## src/rtl/core/gblur_pkg.sv

```systemverilog
// ---------------------------------------------------------------------------
// gblur_pkg
// shared types and constants of the 5-tap rgb blur pass
// ---------------------------------------------------------------------------
package gblur_pkg;

    // geometry
    localparam int DEF_MAX_WIDTH = 2048;
    localparam int MAX_HEIGHT    = 2048;
    localparam int MIN_DIM       = 5;
    localparam int EDGE          = 2;
    localparam int DIM_W         = 12;
    localparam int ROW_W         = 11;
    localparam int HGT_W         = DIM_W + 1;

    // arithmetic
    localparam int COEF_FRAC_BITS = 14;
    localparam int COEF_W         = 16;
    localparam int CHAN_W         = 8;
    localparam int NUM_CHAN       = 3;
    localparam int PIX_W          = CHAN_W * NUM_CHAN;
    localparam int PROD_W         = COEF_W + CHAN_W + 2;
    localparam int SUM_W          = PROD_W + 2;
    localparam int PIX_MAX        = 255;

    // window and line store
    localparam int NUM_TAPS   = 5;
    localparam int NUM_LINES  = 4;
    localparam int LINE_SEL_W = 2;

    // results per beat group
    localparam int MAX_RESULTS = 3;
    localparam int CNT_W       = 2;
    localparam int Q_DEPTH     = 4;

    // register port
    localparam int ADDR_W = 5;
    localparam int DATA_W = 32;

    localparam logic [DIM_W-1:0]         RST_WIDTH  = 12'd640;
    localparam logic [DIM_W-1:0]         RST_HEIGHT = 12'd480;
    localparam logic signed [COEF_W-1:0] RST_CENTER = 16'sd6144;
    localparam logic signed [COEF_W-1:0] RST_NEAR   = 16'sd4096;
    localparam logic signed [COEF_W-1:0] RST_FAR    = 16'sd1024;

    typedef enum logic [2:0] {
        REG_DIRECTION   = 3'd0,
        REG_WIDTH       = 3'd1,
        REG_HEIGHT      = 3'd2,
        REG_COEF_CENTER = 3'd3,
        REG_COEF_NEAR   = 3'd4,
        REG_COEF_FAR    = 3'd5
    } reg_idx_t;

    // channel 0 is red, in the lowest bits
    typedef logic [NUM_CHAN-1:0][CHAN_W-1:0] pixel_t;

    typedef struct packed {
        logic                      direction;
        logic [DIM_W-1:0]          width_pixels;
        logic [DIM_W-1:0]          height_rows;
        logic signed [COEF_W-1:0]  coef_center;
        logic signed [COEF_W-1:0]  coef_near;
        logic signed [COEF_W-1:0]  coef_far;
    } cfg_t;

    // taps and side pixels of the item held in the window stage
    typedef struct packed {
        pixel_t [NUM_TAPS-1:0] tap;
        pixel_t                extra_a;
        pixel_t                extra_b;
        logic                  first_en;
        logic                  extra_en;
        logic                  interior;
    } tap_t;

    // all beats caused by one input pixel
    typedef struct packed {
        pixel_t [MAX_RESULTS-1:0] px;
        logic [CNT_W-1:0]         cnt;
    } item_t;

endpackage

```

## src/rtl/core/gblur_filter.sv

```systemverilog
// ---------------------------------------------------------------------------
// gblur_filter
// symmetric pre-add and multiply, then sum, clamp and beat assembly
// ---------------------------------------------------------------------------
module gblur_filter (
    input  logic             aclk,
    input  logic             aresetn,
    input  gblur_pkg::cfg_t  cfg,
    input  logic             tap_valid,
    input  gblur_pkg::tap_t  taps,
    output logic             take,
    input  logic             q_full,
    output logic             push,
    output gblur_pkg::item_t item
);
    import gblur_pkg::*;

    logic [CHAN_W:0]          pre_outer [NUM_CHAN];
    logic [CHAN_W:0]          pre_inner [NUM_CHAN];
    logic signed [PROD_W-1:0] prod_next [NUM_CHAN][3];

    logic                     s2_valid_reg;
    logic signed [PROD_W-1:0] prod_reg [NUM_CHAN][3];
    pixel_t                   pass_reg;
    pixel_t                   extra_a_reg;
    pixel_t                   extra_b_reg;
    logic                     first_reg;
    logic                     extra_reg;
    logic                     interior_reg;

    logic signed [SUM_W-1:0]  tot [NUM_CHAN];
    logic [SUM_W-1:0]         shifted [NUM_CHAN];
    pixel_t                   filt_px;
    pixel_t                   res0;
    logic [CNT_W-1:0]         cnt;
    logic                     stall;

    // pre-add mirrored taps, one multiply per weight and channel
    always_comb begin
        for (int c = 0; c < NUM_CHAN; c++) begin
            pre_outer[c] = {1'b0, taps.tap[0][c]} + {1'b0, taps.tap[4][c]};
            pre_inner[c] = {1'b0, taps.tap[1][c]} + {1'b0, taps.tap[3][c]};
            prod_next[c][0] = $signed(cfg.coef_far) * $signed({1'b0, pre_outer[c]});
            prod_next[c][1] = $signed(cfg.coef_near) * $signed({1'b0, pre_inner[c]});
            prod_next[c][2] = $signed(cfg.coef_center) * $signed({2'b00, taps.tap[2][c]});
        end
    end

    // stage hand-off
    assign cnt   = {extra_reg, first_reg};
    assign stall = s2_valid_reg && (cnt != '0) && q_full;
    assign take  = !stall;
    assign push  = s2_valid_reg && (cnt != '0) && !q_full;

    always_ff @(posedge aclk) begin
        if (!aresetn) begin
            s2_valid_reg <= 1'b0;
        end else if (take) begin
            s2_valid_reg <= tap_valid;
        end
    end

    always_ff @(posedge aclk) begin
        if (take && tap_valid) begin
            prod_reg     <= prod_next;
            pass_reg     <= taps.tap[2];
            extra_a_reg  <= taps.extra_a;
            extra_b_reg  <= taps.extra_b;
            first_reg    <= taps.first_en;
            extra_reg    <= taps.extra_en;
            interior_reg <= taps.interior;
        end
    end

    // sum, drop fraction, clamp to 0..255
    always_comb begin
        for (int c = 0; c < NUM_CHAN; c++) begin
            tot[c] = SUM_W'(prod_reg[c][0]) + SUM_W'(prod_reg[c][1])
                   + SUM_W'(prod_reg[c][2]);
            shifted[c] = tot[c] >>> COEF_FRAC_BITS;
            if (tot[c][SUM_W-1] || (tot[c] == '0)) begin
                filt_px[c] = '0;
            end else if (|shifted[c][SUM_W-1:CHAN_W]) begin
                filt_px[c] = CHAN_W'(PIX_MAX);
            end else begin
                filt_px[c] = shifted[c][CHAN_W-1:0];
            end
        end
    end

    // beats of this pixel, in order
    assign res0 = interior_reg ? filt_px : pass_reg;

    always_comb begin
        item.cnt   = cnt;
        item.px[0] = first_reg ? res0 : extra_a_reg;
        item.px[1] = first_reg ? extra_a_reg : extra_b_reg;
        item.px[2] = extra_b_reg;
    end

endmodule

```

## config.mk

```make
export PLATFORM = sky130hd
export DESIGN_NAME = gblur_filter
export DESIGN_NICKNAME = d
export VERILOG_FILES = /design/src/rtl/core/gblur_pkg.sv /design/src/rtl/core/gblur_filter.sv
export SDC_FILE = /design/constraint.sdc
export NUM_CORES = 2
export LEC_CHECK = 0
export ABC_CLOCK_PERIOD_IN_PS = 12300
export BUFFER_PORTS_ARGS = -buffer_cell sky130_fd_sc_hd__buf_2
export CAP_MARGIN = 20
export CORE_MARGIN = 5
export CORE_UTILIZATION = 40
export DETAILED_ROUTE_END_ITERATION = 12
export PLACE_DENSITY_LB_ADDON = 0.05
export RECOVER_POWER = 50
export SLEW_MARGIN = 20
export SYNTH_ARGS = -nofsm -noshare
export SYNTH_HDL_FRONTEND = slang
export SYNTH_SLANG_ARGS = --single-unit
```

## constraint.sdc

```tcl
create_clock -name aclk -period 12.3 [get_ports aclk]
set_input_delay 2.46 -clock aclk [delete_from_list [all_inputs] [get_ports aclk]]
set_output_delay 2.46 -clock aclk [all_outputs]
set_load 0.005 [all_outputs]
```

==> out/metrics.cfg <==
[setup_path]
cp-endpoint = prod_reg[232]$_DFFE_PP_
crit_start = taps[51]
cp_max_fo = 16
crit_required_ps = 12660
crit_arrival_ps = 9660
crit_slowest_cell = xnor2_2
worstSetupEndpointType = flop
crit_type = in -> reg
cp_common_cell = fa_1
reg2regPathDepth = 4
r2r_end = prod_reg[66]$_DFFE_PP_
slowest_delay_ps = 700
reg2reg_setup_slack_ps = 4210
reg2reg_from = first_reg$_DFFE_PP_
start_kind = input port

[timing]
grt_setup_unrepaired = no
skew_ps = 24.6
period_share_pct = 75.6
maxSlewViolCount = 258
fin_ws_ps = 3010
post-route-min-period_ps = 9290
max_freq_mhz = 108
holdWs_ps = 575
tns_ps = 0
relSlewSlack_pct = -146
final_hold_viol_count = 0
setup_violations = 0
tightest_slew_ps = 3690

[clock_tree]
cts-buffers-inserted = 42
cts_buffer_depth = 3
clock-sinks = 307
htree_levels = 2
hold_buffers = 0
cts_tree = yes
cts_resized = 0
cts-root-buf = clkbuf_16
postCtsSetupRepairBufs = 0
path_clk_slew_ps = 60
clk_latency_ps = 610

[die]
die_w_um = 403
die_y_um = 403
start_util_pct = 40.2
io_pins = 324
rows = 144
dieArea_um2 = 163000
core_um2 = 154000

[synth]
ys_ff_latch = 307
synth.avg_cell_area_um2 = 9.67
async_flop_share_pct = 0
yosys.area.top_type = fa_1
syn-num-nets = 8384
yosysTopAreaCellShare_pct = 36.4
synth-edff-count = 306
syn_inst = 6393
ys_types = 77
synthTopCellsByArea = fa_1 (36%), edfxtp_1 (15%), ha_1 (13%)
yosysWarnings = 0
yosysSeqAreaShare_pct = 14.9
syn-cell-area_um2 = 61800
synthFlopType = edfxtp_1

[detailed_routing]
route.detailed.drc = 0
finalWirelength_mm = 163
routed-via-count = 42900
drt_iter0_drc = 2156
via_per_inst = 4.95
ant_nets = 0
drt-pass1-iter-count = 5
wl_per_cell_um = 18.8

[place]
pre_cts_slack_ps = 2370
post-dp-hpwl_mm = 130
place.gp.congestion = 0.830
port_buffers = 298
dp.cells = 8588

[global_routing]
antenna_found_initial = 4
grt_pass1_wl_mm = 262
grt_pass1_vias = 45800
grtUsageTotal_pct = 20.5
gr-total-overflow = 0
grt_start_max_net_pins = 68

[final_layout]
nNetsFinal = 8579
largest_reg_flops = 231
final_cell_mix = inv_1 (1401), fa_1 (1125), and2_1 (669)
final_common_cell = inv_1
area_delta_synth_final_pct = 8.31
final_cells = 8670
layout-drive-gt1-share_pct = 6.67

[run_status]
violations = capacitance limit, slew limit
status = finished with violations

[run]
drv_cap = 5

[min_path]
hold_path.class = reg -> reg

## per-layer routing
layer  up-vias  share of wire, %  global-route usage [%]
li1      20200                 -                       -
met1     21800                46                    28.8
met2       719                46                    33.0
met3       146               4.5                    2.95
met4         2               3.3                    6.13
met5         -             0.012                       0
## synth_stat cells (8+ instances only)
| cell | n |
|---|---|
| o21bai_1 | 41 |
| nand2b_1 | 112 |
| nand3_1 | 51 |
| o211ai_1 | 11 |
| xnor2_1 | 212 |
| and2_1 | 679 |
| nand2_1 | 577 |
| o21a_1 | 43 |
| or2_2 | 12 |
| o31ai_1 | 17 |
| nor2b_1 | 51 |
| nor3_1 | 57 |
| a21o_1 | 85 |
| clkbuf_1 | 189 |
| a22oi_1 | 19 |
| nand4_1 | 10 |
| and3_1 | 24 |
| fa_1 | 1125 |
| mux2_2 | 25 |
| a211oi_1 | 21 |
| o21ai_1 | 16 |
| a31oi_1 | 30 |
| o21ai_0 | 102 |
| inv_1 | 1401 |
| nor2_1 | 140 |
| edfxtp_1 | 306 |
| a31o_2 | 8 |
| nor4_1 | 19 |
| xor2_1 | 64 |
| or3_1 | 11 |
| ha_1 | 618 |
| a21oi_1 | 197 |
## final cells by class
cell class | instances | area, um^2
fill | 15200 | 86900
multi-input combinational | 4494 | 46700
sequential | 307 | 9210
inverter | 1401 | 5260
tap | 2044 | 2560
timing repair buffer | 342 | 1760
clock buffer | 46 | 1090
clock inverter | 32 | 377
antenna | 4 | 10.0
## kinds of logic after synthesis
kind of cell	after synthesis	share of synthesized area (%)
xor+xnor	276	3.91
compound gates	674	7.16
simple gates	1769	14.9
mux	32	0.569
flops	307	14.9
buf+inv	1592	9.68
fa+ha+maj	1743	48.9
## critical path, delay by kind of cell
kind	cells	cell delay (ps)
adders and majority gates	8	3220
xor gates and xnor gates	2	780
buffers and inverters	6	370
AOI/OAI and AO/OA	10	1930
and+or+nand+nor	5	900
## stage by stage
step                      area (um^2)  utilization (%)
after detailed placement        65600             42.6
final                           67000             43.5
after CTS                       67000             43.6
after floorplan                 61800                -
after global routing            67000             43.5
after global placement          65600             42.6
## how the worst min path moves through the flow
stage / startpoint / end / cells after the start
4_1_cts: s2_valid_reg$_SDFFE_PN0N_ / s2_valid_reg$_SDFFE_PN0N_ / 2
3_5_place_dp: s2_valid_reg$_SDFFE_PN0N_ / s2_valid_reg$_SDFFE_PN0N_ / 2
2_1_floorplan: s2_valid_reg$_SDFFE_PN0N_ / s2_valid_reg$_SDFFE_PN0N_ / 2
3_3_place_gp: s2_valid_reg$_SDFFE_PN0N_ / s2_valid_reg$_SDFFE_PN0N_ / 2
6_report: s2_valid_reg$_SDFFE_PN0N_ / s2_valid_reg$_SDFFE_PN0N_ / 2
5_1_grt: s2_valid_reg$_SDFFE_PN0N_ / s2_valid_reg$_SDFFE_PN0N_ / 2
Power is not shown: default switching activity piles up to over one toggle a cycle in this logic, so the estimate is an artifact.
