$ cat src/rtl/core/gblur_pkg.sv
// ---------------------------------------------------------------------------
// gblur_pkg
// shared types and constants of the 5-tap rgb blur pass
// ---------------------------------------------------------------------------
package gblur_pkg;

    // geometry
    localparam int DEF_MAX_WIDTH = 2048;
    localparam int MAX_HEIGHT    = 2048;
    localparam int MIN_DIM       = 5;
    localparam int EDGE          = 2;
    localparam int DIM_W         = 12;
    localparam int ROW_W         = 11;
    localparam int HGT_W         = DIM_W + 1;

    // arithmetic
    localparam int COEF_FRAC_BITS = 14;
    localparam int COEF_W         = 16;
    localparam int CHAN_W         = 8;
    localparam int NUM_CHAN       = 3;
    localparam int PIX_W          = CHAN_W * NUM_CHAN;
    localparam int PROD_W         = COEF_W + CHAN_W + 2;
    localparam int SUM_W          = PROD_W + 2;
    localparam int PIX_MAX        = 255;

    // window and line store
    localparam int NUM_TAPS   = 5;
    localparam int NUM_LINES  = 4;
    localparam int LINE_SEL_W = 2;

    // results per beat group
    localparam int MAX_RESULTS = 3;
    localparam int CNT_W       = 2;
    localparam int Q_DEPTH     = 4;

    // register port
    localparam int ADDR_W = 5;
    localparam int DATA_W = 32;

    localparam logic [DIM_W-1:0]         RST_WIDTH  = 12'd640;
    localparam logic [DIM_W-1:0]         RST_HEIGHT = 12'd480;
    localparam logic signed [COEF_W-1:0] RST_CENTER = 16'sd6144;
    localparam logic signed [COEF_W-1:0] RST_NEAR   = 16'sd4096;
    localparam logic signed [COEF_W-1:0] RST_FAR    = 16'sd1024;

    typedef enum logic [2:0] {
        REG_DIRECTION   = 3'd0,
        REG_WIDTH       = 3'd1,
        REG_HEIGHT      = 3'd2,
        REG_COEF_CENTER = 3'd3,
        REG_COEF_NEAR   = 3'd4,
        REG_COEF_FAR    = 3'd5
    } reg_idx_t;

    // channel 0 is red, in the lowest bits
    typedef logic [NUM_CHAN-1:0][CHAN_W-1:0] pixel_t;

    typedef struct packed {
        logic                      direction;
        logic [DIM_W-1:0]          width_pixels;
        logic [DIM_W-1:0]          height_rows;
        logic signed [COEF_W-1:0]  coef_center;
        logic signed [COEF_W-1:0]  coef_near;
        logic signed [COEF_W-1:0]  coef_far;
    } cfg_t;

    // taps and side pixels of the item held in the window stage
    typedef struct packed {
        pixel_t [NUM_TAPS-1:0] tap;
        pixel_t                extra_a;
        pixel_t                extra_b;
        logic                  first_en;
        logic                  extra_en;
        logic                  interior;
    } tap_t;

    // all beats caused by one input pixel
    typedef struct packed {
        pixel_t [MAX_RESULTS-1:0] px;
        logic [CNT_W-1:0]         cnt;
    } item_t;

endpackage

$ cat src/rtl/core/gblur_regs.sv
// ---------------------------------------------------------------------------
// gblur_regs
// apb register file holding direction, image size and tap weights
// ---------------------------------------------------------------------------
module gblur_regs (
    input  logic                          aclk,
    input  logic                          aresetn,
    input  logic                          psel,
    input  logic                          penable,
    input  logic                          pwrite,
    input  logic [gblur_pkg::ADDR_W-1:0]  paddr,
    input  logic [gblur_pkg::DATA_W-1:0]  pwdata,
    output logic [gblur_pkg::DATA_W-1:0]  prdata,
    output logic                          pready,
    output gblur_pkg::cfg_t               cfg
);
    import gblur_pkg::*;

    cfg_t     cfg_reg;
    cfg_t     cfg_next;
    reg_idx_t idx;
    logic     wr_en;

    assign idx    = reg_idx_t'(paddr[ADDR_W-1:2]);
    assign pready = 1'b1;
    assign wr_en  = psel && penable && pwrite && pready;
    assign cfg    = cfg_reg;

    // write decode
    always_comb begin
        cfg_next = cfg_reg;
        if (wr_en) begin
            unique case (idx)
                REG_DIRECTION:   cfg_next.direction    = pwdata[0];
                REG_WIDTH:       cfg_next.width_pixels = pwdata[DIM_W-1:0];
                REG_HEIGHT:      cfg_next.height_rows  = pwdata[DIM_W-1:0];
                REG_COEF_CENTER: cfg_next.coef_center  = pwdata[COEF_W-1:0];
                REG_COEF_NEAR:   cfg_next.coef_near    = pwdata[COEF_W-1:0];
                REG_COEF_FAR:    cfg_next.coef_far     = pwdata[COEF_W-1:0];
                default:         cfg_next = cfg_reg;
            endcase
        end
    end

    // read mux
    always_comb begin
        unique case (idx)
            REG_DIRECTION:   prdata = {{(DATA_W-1){1'b0}}, cfg_reg.direction};
            REG_WIDTH:       prdata = {{(DATA_W-DIM_W){1'b0}}, cfg_reg.width_pixels};
            REG_HEIGHT:      prdata = {{(DATA_W-DIM_W){1'b0}}, cfg_reg.height_rows};
            REG_COEF_CENTER: prdata = {{(DATA_W-COEF_W){1'b0}}, cfg_reg.coef_center};
            REG_COEF_NEAR:   prdata = {{(DATA_W-COEF_W){1'b0}}, cfg_reg.coef_near};
            REG_COEF_FAR:    prdata = {{(DATA_W-COEF_W){1'b0}}, cfg_reg.coef_far};
            default:         prdata = '0;
        endcase
    end

    always_ff @(posedge aclk) begin
        if (!aresetn) begin
            cfg_reg.direction    <= 1'b0;
            cfg_reg.width_pixels <= RST_WIDTH;
            cfg_reg.height_rows  <= RST_HEIGHT;
            cfg_reg.coef_center  <= RST_CENTER;
            cfg_reg.coef_near    <= RST_NEAR;
            cfg_reg.coef_far     <= RST_FAR;
        end else begin
            cfg_reg <= cfg_next;
        end
    end

endmodule

$ cat config.mk
export PLATFORM = sky130hd
export DESIGN_NAME = gblur_regs
export DESIGN_NICKNAME = d
export VERILOG_FILES = /design/src/rtl/core/gblur_pkg.sv /design/src/rtl/core/gblur_regs.sv
export SDC_FILE = /design/constraint.sdc
export NUM_CORES = 1
export LEC_CHECK = 0
export ABC_AREA = 1
export BUFFER_PORTS_ARGS = -buffer_cell sky130_fd_sc_hd__buf_2
export CAP_MARGIN = 20
export CORE_UTILIZATION = 40
export CTS_BUF_LIST = sky130_fd_sc_hd__clkbuf_2 sky130_fd_sc_hd__clkbuf_4 sky130_fd_sc_hd__clkbuf_8
export DETAILED_ROUTE_END_ITERATION = 8
export GPL_TIMING_DRIVEN = 1
export PLACE_DENSITY_LB_ADDON = 0.08
export SLEW_MARGIN = 20
export SYNTH_ARGS = -nofsm -noshare
export SYNTH_HDL_FRONTEND = slang
export SYNTH_SLANG_ARGS = --single-unit
export TNS_END_PERCENT = 50
$ cat constraint.sdc
create_clock -name aclk -period 1.91 [get_ports aclk]
set_clock_uncertainty 0.05 [all_clocks]
set_input_delay 0.382 -clock aclk [delete_from_list [all_inputs] [get_ports aclk]]
set_output_delay 0.382 -clock aclk [all_outputs]
set_load 0.05 [all_outputs]
==> summary.md <==
| Metric | Value |
|---|---|
| DP Worst Slack | `-0.03653 ns` |
| Critical path capture point type | `primary output` |
| Worst r2r dst | `cfg[57]$_SDFFE_PN0P_` |
| HP Start | `pwdata[8]` |
| Synth area leaders | `dfxtp_1, nand2_1, nor2_1, nand3_1, buf_4` |
| Die W | `98.91 um` |
| Residual DRC | `0` |
| Sequential power share | `0.469` |
| CP Launch Type | `input port` |
| NumNets Final | `744` |
| Largest register FFs | `73` |
| Number of setup violations in the final report | `0` |
| H-tree levels | `3` |
| Final period utilization | `0.9549` |
| Post-synthesis register bit count | `73` |
| TritonCTS clock tree | `built` |
| TritonCTS buffer count | `9` |
| Worst min path class | `in -> reg` |
| Sequential area share after synthesis | `0.3891` |
| Non-filler cells, final | `814` |
| Synth Instances | `585` |
| Achievable Freq | `about 550 MHz` |
| Area share of the leading cell type in the synthesized netlist | `0.3891` |
| Core area | `8891 um2` |
| Drt total wl | `11.90 mm` |
| 1st-iter DRT viols | `252` |
| Crit Path Class | `in -> out` |
| Total GRT Usage | `0.2458` |
| Final Hold Viols | `0` |
| Largest family of logic cells by synthesized area | `simple AND/OR/NAND/NOR gates` |
| Core Rows | `34` |
| Initial Utilization | `0.4225` |
| Post-CTS Setup Bufs | `0` |
| Worst IR Drop VDD | `0.4151 mV` |
| Layout cells sized above 1 | `0.2578` |
| Setup ws final | `around 0.086 ns` |
| Clock sinks | `73` |
| Post-synth cell types | `21` |
| Status | `finished, final reports clean` |
| DR pass1 iterations | `5` |
| Switching share of total power | `0.2994` |
| P_int | `0.002327 W` |
| Multiplexer area fraction after synthesis | `0` |
| CTS clock-pin slew for the worst setup and hold paths | `0.08 ns` |
| First-pass GRT wire length | `18.26 mm` |
| Gate power share | `0.168` |
| Port buffer count | `112` |
| Hold Crit Endpoint | `cfg[56]$_SDFFE_PN1P_` |
| Area share of fa/ha/maj cells after synthesis | `0` |
| Root Buffer | `clkbuf_8` |
| Post-Syn Area | `3756 um2` |
| Vias in the first global route | `3586` |
| Number of max-cap violations | `0` |
| Final GP Congestion | `0.8423` |
| WHS Path Cells | `3` |
| Clk Latency, worst-skew pair | `0.34 ns` |
| Antenna violations before repair | `0` |
| P_leak | `2.461 nW` |
| R2r setup slk | `1.23 ns` |
| Fin. max-slew vios | `0` |
| Area of the die | `~9800 um2` |
| Grt total ovfl | `0` |
| Reg2reg path depth | `2` |
| Yosys top cell by area | `dfxtp_1` |
| Placed cell count | `about 800` |
| # hold bufs at CTS | `0` |
| CP Data Required Time | `about 1.5 ns` |
| PwrDens | `694.0 nW/um2` |
| HPWL Detailed | `8.592 mm` |
| CP max FO | `13` |
| RR Startpoint | `cfg[57]$_SDFFE_PN0P_` |
| Post-route ant nets | `0` |
| # IOs | `between 100 and 150` |
| Filler Cell Count | `936` |
| Synth Area in XOR/XNOR | `0` |
| Via/cell ratio | `4.942` |
| Clock network power share | `0.363` |
| Synth-to-Final Area Change | `27.45%` |
| Largest net degree at the start of global routing | `74` |
| Clock period minus worst slack | `1.824 ns` |
| Vias post-DR | `4023` |
| Final hold slack | `approximately 0.22 ns` |
| Post-synthesis simple-gate area fraction | `0.4870` |
| Syn avg cell area | `6.421 um2` |
| Yosys warns | `0` |
| Die Height | `~99 um` |
| Post-DR wirelength/cell | `14.62 um` |
| Clk buf depth | `2` |
| NetSw | `0.0009947 W` |
| CP Data Arrival Time | `1.39 ns` |
| Unrepaired setup endpoints after global routing | `false` |
| Post-synthesis compound-gate area fraction | `0.003997` |
| # diodes | `0` |
## what timing repair did
| action | in CTS | in global routing |
|---|---|---|
| pin swaps | 0 | 2 |
| endpoints found under the setup margin | 11 | 15 |
| gates resized for setup | 13 | 21 |
## layer usage
layer	part of all wire	vias up	GRT usage
met5	0	-	0
met4	0.025	0	0.09414
met3	0.074	19	0.04539
met2	0.45	169	0.3798
met1	0.45	1811	0.3395
li1	-	2024	-
## cell usage in the layout (no fill, tap or decap), drive strengths merged
cell      netlist  routed
nand2         180     180
nor2          149     149
buf            47     143
nand3          75      75
dfxtp          73      73
inv            26      26
nand4          23      23
conb            2      17
clkbuf          7      14
o21ai           2       2
a21oi           1       1
bufinv          0       1
clkinvlp        0       1
clkinv          0       1
## critical path: stages
cell and delay, ns:
clkbuf_4 0.20, buf_4 0.19, nor2_4 0.16, buf_6 0.14
nand2_1 0.05, nand2_1 0.07, buf_4 0.19
## power by group through the flow
stage          clock network (W)  logic, W  registers (W)
2_1_floorplan                  0  0.000337        0.00166
3_3_place_gp                   0  0.000537        0.00159
3_5_place_dp                   0  0.000540        0.00159
4_1_cts                  0.00123  0.000546        0.00156
5_1_grt                  0.00130  0.000596        0.00156
6_report                 0.00121  0.000558        0.00156
## cell type report
| class | instances | area, um2 | area share |
|---|---|---|---|
| tap | 108 | 135.1 | 0.02823 |
| multi-input combinational | 447 | 1918 | 0.4007 |
| timing repair buffer | 145 | 975.9 | 0.2039 |
| clock inverter | 3 | 42.54 | 0.008887 |
| inverter | 26 | 107.6 | 0.02248 |
| clock buffer | 12 | 146.4 | 0.03058 |
| sequential | 73 | 1461 | 0.3053 |
## cell families after synthesis
logic type,Yosys count
AND/OR/NAND/NOR,427
other,2
flip-flops,73
buffers and inverters,80
AO/OA/AOI/OAI,3
## cell usage after synthesis
master / instances
nand2_1: 178
nor2_1: 140
dfxtp_1: 73
nand3_1: 72
buf_4: 26
nand4_1: 23
inv_1: 22
buf_2: 10
buf_1: 7
clkbuf_1: 7
nor2_4: 5
buf_6: 4
nor2_2: 4
inv_2: 3
conb_1: 2
nand2_2: 2
nand3_2: 2
o21ai_0: 2
a21oi_1: 1
inv_4: 1
nand3_4: 1
## metrics by stage
step | TNS, ns | total power (W) | cell area, um2 | utilization
6_report | 0 | 0.003322 | 4787 | 0.5384
5_1_grt | 0 | 0.003459 | 4787 | 0.5384
4_1_cts | 0 | 0.003329 | 4737 | 0.5328
3_5_place_dp | -0.1566 | 0.002132 | 4516 | 0.5079
3_3_place_gp | -0.1062 | 0.002129 | 4516 | 0.5079
2_1_floorplan | 0 | 0.001995 | 3815 | -
## worst max path at each step
stage / slack [ns] / start / to / cells past startpoint
5_1_grt: 0.004 / paddr[3] / prdata[8] / 7
6_report: 0.09 / paddr[3] / prdata[8] / 7
3_3_place_gp: -0.03 / paddr[2] / prdata[8] / 8
3_5_place_dp: -0.04 / paddr[2] / prdata[8] / 8
2_1_floorplan: 0.0002 / paddr[3] / prdata[13] / 7
4_1_cts: 0.002 / paddr[2] / prdata[1] / 8
Note: power is estimated with default switching activity, not from simulation.
