**src/rtl/core/gblur_pkg.sv**
```systemverilog
// ---------------------------------------------------------------------------
// gblur_pkg
// shared types and constants of the 5-tap rgb blur pass
// ---------------------------------------------------------------------------
package gblur_pkg;

    // geometry
    localparam int DEF_MAX_WIDTH = 2048;
    localparam int MAX_HEIGHT    = 2048;
    localparam int MIN_DIM       = 5;
    localparam int EDGE          = 2;
    localparam int DIM_W         = 12;
    localparam int ROW_W         = 11;
    localparam int HGT_W         = DIM_W + 1;

    // arithmetic
    localparam int COEF_FRAC_BITS = 14;
    localparam int COEF_W         = 16;
    localparam int CHAN_W         = 8;
    localparam int NUM_CHAN       = 3;
    localparam int PIX_W          = CHAN_W * NUM_CHAN;
    localparam int PROD_W         = COEF_W + CHAN_W + 2;
    localparam int SUM_W          = PROD_W + 2;
    localparam int PIX_MAX        = 255;

    // window and line store
    localparam int NUM_TAPS   = 5;
    localparam int NUM_LINES  = 4;
    localparam int LINE_SEL_W = 2;

    // results per beat group
    localparam int MAX_RESULTS = 3;
    localparam int CNT_W       = 2;
    localparam int Q_DEPTH     = 4;

    // register port
    localparam int ADDR_W = 5;
    localparam int DATA_W = 32;

    localparam logic [DIM_W-1:0]         RST_WIDTH  = 12'd640;
    localparam logic [DIM_W-1:0]         RST_HEIGHT = 12'd480;
    localparam logic signed [COEF_W-1:0] RST_CENTER = 16'sd6144;
    localparam logic signed [COEF_W-1:0] RST_NEAR   = 16'sd4096;
    localparam logic signed [COEF_W-1:0] RST_FAR    = 16'sd1024;

    typedef enum logic [2:0] {
        REG_DIRECTION   = 3'd0,
        REG_WIDTH       = 3'd1,
        REG_HEIGHT      = 3'd2,
        REG_COEF_CENTER = 3'd3,
        REG_COEF_NEAR   = 3'd4,
        REG_COEF_FAR    = 3'd5
    } reg_idx_t;

    // channel 0 is red, in the lowest bits
    typedef logic [NUM_CHAN-1:0][CHAN_W-1:0] pixel_t;

    typedef struct packed {
        logic                      direction;
        logic [DIM_W-1:0]          width_pixels;
        logic [DIM_W-1:0]          height_rows;
        logic signed [COEF_W-1:0]  coef_center;
        logic signed [COEF_W-1:0]  coef_near;
        logic signed [COEF_W-1:0]  coef_far;
    } cfg_t;

    // taps and side pixels of the item held in the window stage
    typedef struct packed {
        pixel_t [NUM_TAPS-1:0] tap;
        pixel_t                extra_a;
        pixel_t                extra_b;
        logic                  first_en;
        logic                  extra_en;
        logic                  interior;
    } tap_t;

    // all beats caused by one input pixel
    typedef struct packed {
        pixel_t [MAX_RESULTS-1:0] px;
        logic [CNT_W-1:0]         cnt;
    } item_t;

endpackage

```
**src/rtl/core/gblur_outq.sv**
```systemverilog
// ---------------------------------------------------------------------------
// gblur_outq
// result queue: one entry per pixel with output, unpacked into one to three beats
// ---------------------------------------------------------------------------
module gblur_outq (
    input  logic                        aclk,
    input  logic                        aresetn,
    input  logic                        push,
    input  gblur_pkg::item_t            item,
    output logic                        full,
    output logic                        m_tvalid,
    input  logic                        m_tready,
    output logic [gblur_pkg::PIX_W-1:0] m_tdata,
    output logic                        m_tlast
);
    import gblur_pkg::*;

    localparam int PTR_W   = $clog2(Q_DEPTH);
    localparam int LEVEL_W = $clog2(Q_DEPTH + 1);

    item_t              q_reg [Q_DEPTH];
    logic [PTR_W-1:0]   wr_ptr_reg, rd_ptr_reg;
    logic [LEVEL_W-1:0] level_reg;
    logic [CNT_W-1:0]   sub_reg;
    item_t              head;
    logic               beat, pop;

    assign head     = q_reg[rd_ptr_reg];
    assign full     = level_reg == LEVEL_W'(Q_DEPTH);
    assign m_tvalid = level_reg != '0;
    assign m_tdata  = head.px[sub_reg];
    assign m_tlast  = (sub_reg + CNT_W'(1)) == head.cnt;
    assign beat     = m_tvalid && m_tready;
    assign pop      = beat && m_tlast;

    // queue pointers and beat index
    always_ff @(posedge aclk) begin
        if (!aresetn) begin
            wr_ptr_reg <= '0;
            rd_ptr_reg <= '0;
            level_reg  <= '0;
            sub_reg    <= '0;
        end else begin
            if (push) begin
                wr_ptr_reg <= (wr_ptr_reg == PTR_W'(Q_DEPTH - 1)) ? '0
                              : wr_ptr_reg + PTR_W'(1);
            end
            if (pop) begin
                rd_ptr_reg <= (rd_ptr_reg == PTR_W'(Q_DEPTH - 1)) ? '0
                              : rd_ptr_reg + PTR_W'(1);
                sub_reg    <= '0;
            end else if (beat) begin
                sub_reg <= sub_reg + CNT_W'(1);
            end
            if (push && !pop) begin
                level_reg <= level_reg + LEVEL_W'(1);
            end else if (pop && !push) begin
                level_reg <= level_reg - LEVEL_W'(1);
            end
        end
    end

    // entry storage
    always_ff @(posedge aclk) begin
        if (push) begin
            q_reg[wr_ptr_reg] <= item;
        end
    end

endmodule

```
**config.mk**
```make
export PLATFORM = sky130hd
export DESIGN_NAME = gblur_outq
export DESIGN_NICKNAME = d
export VERILOG_FILES = /design/src/rtl/core/gblur_pkg.sv /design/src/rtl/core/gblur_outq.sv
export SDC_FILE = /design/constraint.sdc
export NUM_CORES = 1
export LEC_CHECK = 0
export BUFFER_PORTS_ARGS = -buffer_cell sky130_fd_sc_hd__buf_2
export CORE_UTILIZATION = 50
export CTS_CLUSTER_SIZE = 12
export DETAILED_ROUTE_END_ITERATION = 8
export PLACE_DENSITY_LB_ADDON = 0.15
export RECOVER_POWER = 25
export SLEW_MARGIN = 20
export SYNTH_ARGS = -nofsm -noshare
export SYNTH_HDL_FRONTEND = slang
export SYNTH_SLANG_ARGS = --single-unit
```
**constraint.sdc**
```tcl
create_clock -name aclk -period 3.7 [get_ports aclk]
set_input_delay 0.555 -clock aclk [delete_from_list [all_inputs] [get_ports aclk]]
set_output_delay 0.555 -clock aclk [all_outputs]
set_load 0.02 [all_outputs]
```
==> results of run 1 <==
## layout by cell type, fill, tap and decap left out, types with 2 or more instances in the layout
master       n
ha_1         6
clkbuf_8     3
nor3b_1      2
mux4_2      74
dfxtp_1      7
clkbuf_1    57
a21oi_1      2
buf_4        5
buf_12       5
or3_1        2
o21ai_0      2
nand2_1      6
dfxtp_4      2
clkbuf_16   31
o22ai_1     24
inv_1       27
mux2i_1     29
clkinv_2     3
dfxtp_2      2
buf_2       60
nand2b_1     2
edfxtp_1   296
and2_4       4
nor3b_2      2
nor2b_1      3
## final cells by class
cell class,count,area (µm²)
clock buffers,47,866
repair buffers,114,603
diodes,1,2.50
multi-input cells,174,2510
well taps,313,392
inverters,27,101
clock inverters,5,53.8
flip-flops and latches,307,9120
fillers,1690,9270
## report_power, final
part           internal (mW)  total (mW)  switching (mW)
clock                   1.66        2.84            1.17
combinational          0.387       0.900           0.513
sequential              3.98        4.07          0.0807
## stage by stage
step                      total power [mW]  util (%)  cell area, µm²
after detailed placement              5.07      55.8           12800
after floorplan                       4.73         -           11800
final                                 7.80      59.5           13600
after global routing                  8.09      59.5           13600
after global placement                5.03      55.8           12800
after CTS                             7.90      59.8           13700
## per-layer routing
metal  wire, µm  vias to the layer above  track usage, %
li1           -                     2453               -
met1       8880                     2846            23.8
met3       1250                       33            3.83
met2      11100                      124            32.9
met4        334                        2            4.48
met5         13                        -               0
## worst max-delay path by stage
stage	from	to	slack, ns	depth (start not counted)
after floorplan	register	level_reg[2]	0.97	9
after global placement	register	level_reg[2]	0.70	9
after detailed placement	register	level_reg[2]	0.61	9
after CTS	register	m_tdata[15]	0.30	5
after global routing	register	m_tdata[15]	0.19	5
final	register	m_tdata[15]	0.35	5
## cells by family after synthesis
| logic type | count (synthesis) | share of synthesized area (%) |
|---|---|---|
| xor gates and xnor gates | 3 | 0.381 |
| AOI/OAI and AO/OA | 34 | 1.84 |
| DFF | 307 | 77.0 |
| muxes | 104 | 16.7 |
| buffers and inverters | 53 | 1.86 |
| adders and majority gates | 7 | 0.804 |
| and+or+nand+nor | 26 | 1.35 |
==> run_results.csv, run 1 <==
group,metric,value,unit
worst_setup_path,path_max_fanout,62,
timing,fin_ws,0.353,ns
global_route,grt_pass1_vias,5953,
timing,timing.final.crit_share,90.5,%
worst_setup_path,rr_endpoint,"level_reg[2]",
clock_tree,cts_tree,"built",
logic_synthesis,synth_ff_type,"edfxtp_1",
place,dp_hpwl,12.4,mm
place,post-place-ws,0.610,ns
logic_synthesis,synth.distinct_cells,35,
routing,wl,21.6,mm
logic_synthesis,synth_most_common_cell,"edfxtp_1",
timing,period_minus_slack,3.35,ns
timing,finalSetupViolations,0,
logic_synthesis,ys_top_cells_by_count,"edfxtp_1, mux4_2, mux2i_1",
timing,holdWs,0.227,ns
global_route,gr-total-overflow,0,
clock_tree,clk_path_buf_depth,3,
global_route,grt_start_max_net_pins,63,
logic_synthesis,yosysTopAreaCell,"edfxtp_1",
global_route,antenna_found_initial,2,
routing,via_per_inst,5.52,
cells_and_area,drive_above_1_share,29.1,%
timing,drv_slew,0,
timing,max_freq,299,MHz
worst_setup_path,critPathBufInv,2,
worst_hold_path,hold_depth,1,
worst_hold_path,hold_path_end,"q_reg[2][35]",
worst_hold_path,min-delay-start,"item[35]",
floorplanning,fp-row-count,55,
clock_tree,numCtsBuffers,31,
floorplanning,fp.coreArea,0.0229,mm²
clock_tree,cts_setup_buffers,0,
routing,vias,5458,
timing,rsz0062_at_grt,"false",
worst_setup_path,rrSetupSlack,0.60,ns
timing,tns,0,ns
job,max_cap_violations,0,
logic_synthesis,syn_area,0.0118,mm²
place,portBuffers,104,
worst_setup_path,max_stage_delay,0.78,ns
clock_tree,insertion_delay,0.55,ns
worst_setup_path,rr_worst_depth,9,
floorplanning,die_area,0.0243,mm²
worst_setup_path,cp-end-kind,"output port",
logic_synthesis,synth.avg_cell_area,22.1,µm²
cells_and_area,nets,740,
worst_setup_path,critPathTopFamily,"buffers and inverters",
clock_tree,cts_resized,0,
place,gp_congestion,0.731,
power,p_leak,4.39,nW
timing,slew-limit-headroom,36.0,%
global_route,grt_pass1_wl,33.4,mm
logic_synthesis,synth_edf_count,296,
logic_synthesis,synth_top_area_share,75.2,%
cells_and_area,syn_to_final_growth,15.4,%
logic_synthesis,async_flop_share,0,%
timing,skew,0.00970,ns
routing,drcViolationCount,0,
routing,ant_nets,0,
timing,hold_viol,0,
routing,dr.pass1.iters,6,
floorplanning,fp.dieH,156,µm
logic_synthesis,seq_area_frac_synth,77.0,%
worst_setup_path,path_cells,"buf_4, mux4_2, mux2i_1, o22ai_1, buf_2",
logic_synthesis,syn_nets,619,
worst_setup_path,arrival,2.79,ns
cells_and_area,fin_cells,988,
power,powerDensity,572,mW/mm²
global_route,grt.total_usage,18.7,%
worst_setup_path,critPathSlowestCell,"buf_4",
worst_setup_path,start_kind,"register",
logic_synthesis,yosys_register_bits,307,
floorplanning,die_w,156,µm
cells_and_area,largest_register_ffs,296,
clock_tree,h-tree-depth,1,
floorplanning,start_util,51.6,%
logic_synthesis,synthCells,534,
clock_tree,root_buffer,"clkbuf_16",
worst_hold_path,worstHoldPathType,"in2reg",
power,ir_drop,0.000397,V
clock_tree,holdBufCountCts,0,
routing,drt_iter0_drc,272,
timing,tightest_slew,0.959,ns
outcome,status,"completed",
routing,wl_per_cell,21.9,µm
logic_synthesis,synth.area.top_cells,"edfxtp_1, mux4_2, mux2i_1, dfxtp_1, o22ai_1",
worst_setup_path,cp_data_required_time,3.14,ns
place,place_inst,935,
floorplanning,io_pins,105,
logic_synthesis,ys.warnings.count,0,
worst_setup_path,worstSetupPathType,"reg2out",
clock_tree,cts_sinks,307,
clock_tree,clk_pin_slew,0.06,ns
Note: power is estimated with default switching activity, not from simulation.
==> run 2: changes to the inputs <==
--- a/config.mk
+++ b/config.mk
@@ -6,7 +6,7 @@
 export NUM_CORES = 1
 export LEC_CHECK = 0
 export BUFFER_PORTS_ARGS = -buffer_cell sky130_fd_sc_hd__buf_2
-export CORE_UTILIZATION = 50
+export CORE_UTILIZATION = 25
 export CTS_CLUSTER_SIZE = 12
 export DETAILED_ROUTE_END_ITERATION = 8
 export PLACE_DENSITY_LB_ADDON = 0.15
==> run_results.csv, run 2 (synthesized netlist as in run 1, its figures left out) <==
group,metric,value,unit
outcome,status,"completed",
power,ir_drop,0.000340,V
floorplanning,die_w,219,µm
timing,timing.final.crit_share,90.0,%
cells_and_area,syn_to_final_growth,19.9,%
place,placed_cell_area,0.0131,mm²
worst_setup_path,cp-end-kind,"output port",
worst_setup_path,rr_endpoint,"level_reg[2]",
power,powerDensity,584,mW/mm²
cells_and_area,largest_register_ffs,296,
worst_hold_path,hold_path_end,"q_reg[0][71]",
global_route,gr-total-overflow,0,
cells_and_area,nets,746,
clock_tree,cts_tree,"built",
cells_and_area,fill_cells,4476,
place,place_inst,1230,
routing,drcViolationCount,0,
cells_and_area,layout_commonest_cell,"edfxtp_1",
global_route,grt.total_usage,11.6,%
cells_and_area,seqCellArea,0.00912,mm²
clock_tree,holdBufCountCts,0,
clock_tree,cts_setup_buffers,0,
cells_and_area,final_area,0.0142,mm²
timing,fin_ws,0.369,ns
routing,route.met3.wl,1.40,mm
worst_setup_path,start_kind,"register",
cells_and_area,drive_above_1_share,30.5,%
worst_hold_path,worstHoldPathType,"in2reg",
global_route,grt_pass1_wl,40.0,mm
clock_tree,cts_sinks,307,
timing,rsz0062_at_grt,"false",
timing,slew-limit-headroom,42.9,%
routing,ant_nets,0,
routing,drt_iter0_drc,161,
cells_and_area,fin_cells,1293,
floorplanning,fp.dieH,219,µm
global_route,grt_start_max_net_pins,42,
timing,period_minus_slack,3.33,ns
job,max_cap_violations,0,
global_route,antenna_found_initial,6,
worst_setup_path,arrival,2.78,ns
routing,vias,5548,
place,gp_congestion,0.703,
floorplanning,fp-row-count,79,
worst_setup_path,rr_worst_depth,9,
timing,drv_slew,0,
routing,wl_per_cell,20.8,µm
timing,finalSetupViolations,0,
place,dp_hpwl,15.5,mm
routing,wl_met1,10.8,mm
cells_and_area,most-common-layout-cells,"edfxtp_1, mux4_2, buf_2",
worst_setup_path,worstSetupPathType,"reg2out",
worst_setup_path,rrSetupSlack,0.75,ns
worst_hold_path,min-delay-start,"item[71]",
clock_tree,h-tree-depth,2,
floorplanning,start_util,25.4,%
floorplanning,io_pins,105,
floorplanning,fp.coreArea,0.0466,mm²
routing,dr.pass1.iters,4,
routing,wl_met2,13.8,mm
place,post-place-ws,0.766,ns
timing,max_freq,300,MHz
global_route,grt_pass1_vias,6341,
routing,via_per_inst,4.29,
clock_tree,cts_resized,0,
cells_and_area,multi_input_area,0.00251,mm²
timing,tightest_slew,0.856,ns
clock_tree,root_buffer,"clkbuf_16",
routing,wl,26.8,mm
worst_setup_path,cp_data_required_time,3.14,ns
timing,skew,0.0169,ns
clock_tree,clk_path_buf_depth,3,
clock_tree,insertion_delay,0.55,ns
clock_tree,numCtsBuffers,36,
clock_tree,clk_pin_slew,0.06,ns
routing,top_layer,"met5",
place,portBuffers,104,
timing,hold_viol,0,
timing,tns,0,ns
power,p_leak,4.47,nW
floorplanning,die_area,0.0482,mm²
worst_hold_path,hold_depth,1,
worst_setup_path,path_max_fanout,35,
run 2: cell count changes in the layout (fill, tap and decap cells not counted), moves of 3 or more:
| cell | change |
|---|---|
| clkbuf_1 | -4 |
| clkinvlp_4 | +3 |
| clkbuf_16 | +5 |
| clkinv_8 | +3 |
| clkinv_1 | +3 |
run 2: worst max-delay path by stage:
| stage | slack, ns | end | cells past startpoint |
|---|---|---|---|
| floorplan | 0.97 | level_reg[2] | 9 |
| global placement | 0.86 | m_tdata[14] | 5 |
| detailed placement | 0.77 | level_reg[2] | 9 |
| CTS | 0.24 | m_tdata[14] | 5 |
| global route | 0.14 | m_tdata[17] | 5 |
| finish | 0.37 | m_tdata[14] | 5 |
run 2: metrics by stage:
stage          utilization [%]  hold WS (ns)  power (mW)
2_1_floorplan                -         0.458        4.73
3_3_place_gp              28.2         0.503        5.08
3_5_place_dp              28.2         0.495        5.11
4_1_cts                   30.6         0.181        8.45
5_1_grt                   30.5         0.215        8.62
6_report                  30.5         0.227        8.28
run 2: final cells by class:
cell class | instances | share of cell area, %
Sequential cell | 307 | 64.3
Multi-Input combinational cell | 174 | 17.7
Clock buffer | 46 | 6.69
Tap cell | 607 | 5.35
Timing Repair Buffer | 115 | 4.22
Clock inverter | 16 | 1.03
Inverter | 27 | 0.714
Antenna cell | 1 | 0.0176
run 2: where the power goes:
part	internal [mW]	switching [mW]	total, mW
Sequential	3.99	0.0658	4.05
Combinational	0.382	0.558	0.940
Clock	1.90	1.39	3.29
Total	6.26	2.02	8.28
run 2: critical path, stage by stage, from the launching register on:
cell and delay (ns):
dfxtp_4 0.37, buf_4 0.58, mux4_2 0.59, mux2i_1 0.27, o22ai_1 0.15, buf_2 0.20
run 2: routing by layer:
| layer | track usage (%) | vias to the layer above |
|---|---|---|
| li1 | - | 2473 |
| met5 | 0 | - |
| met1 | 13.3 | 2910 |
| met4 | 4.70 | 10 |
| met3 | 3.23 | 53 |
| met2 | 20.3 | 102 |
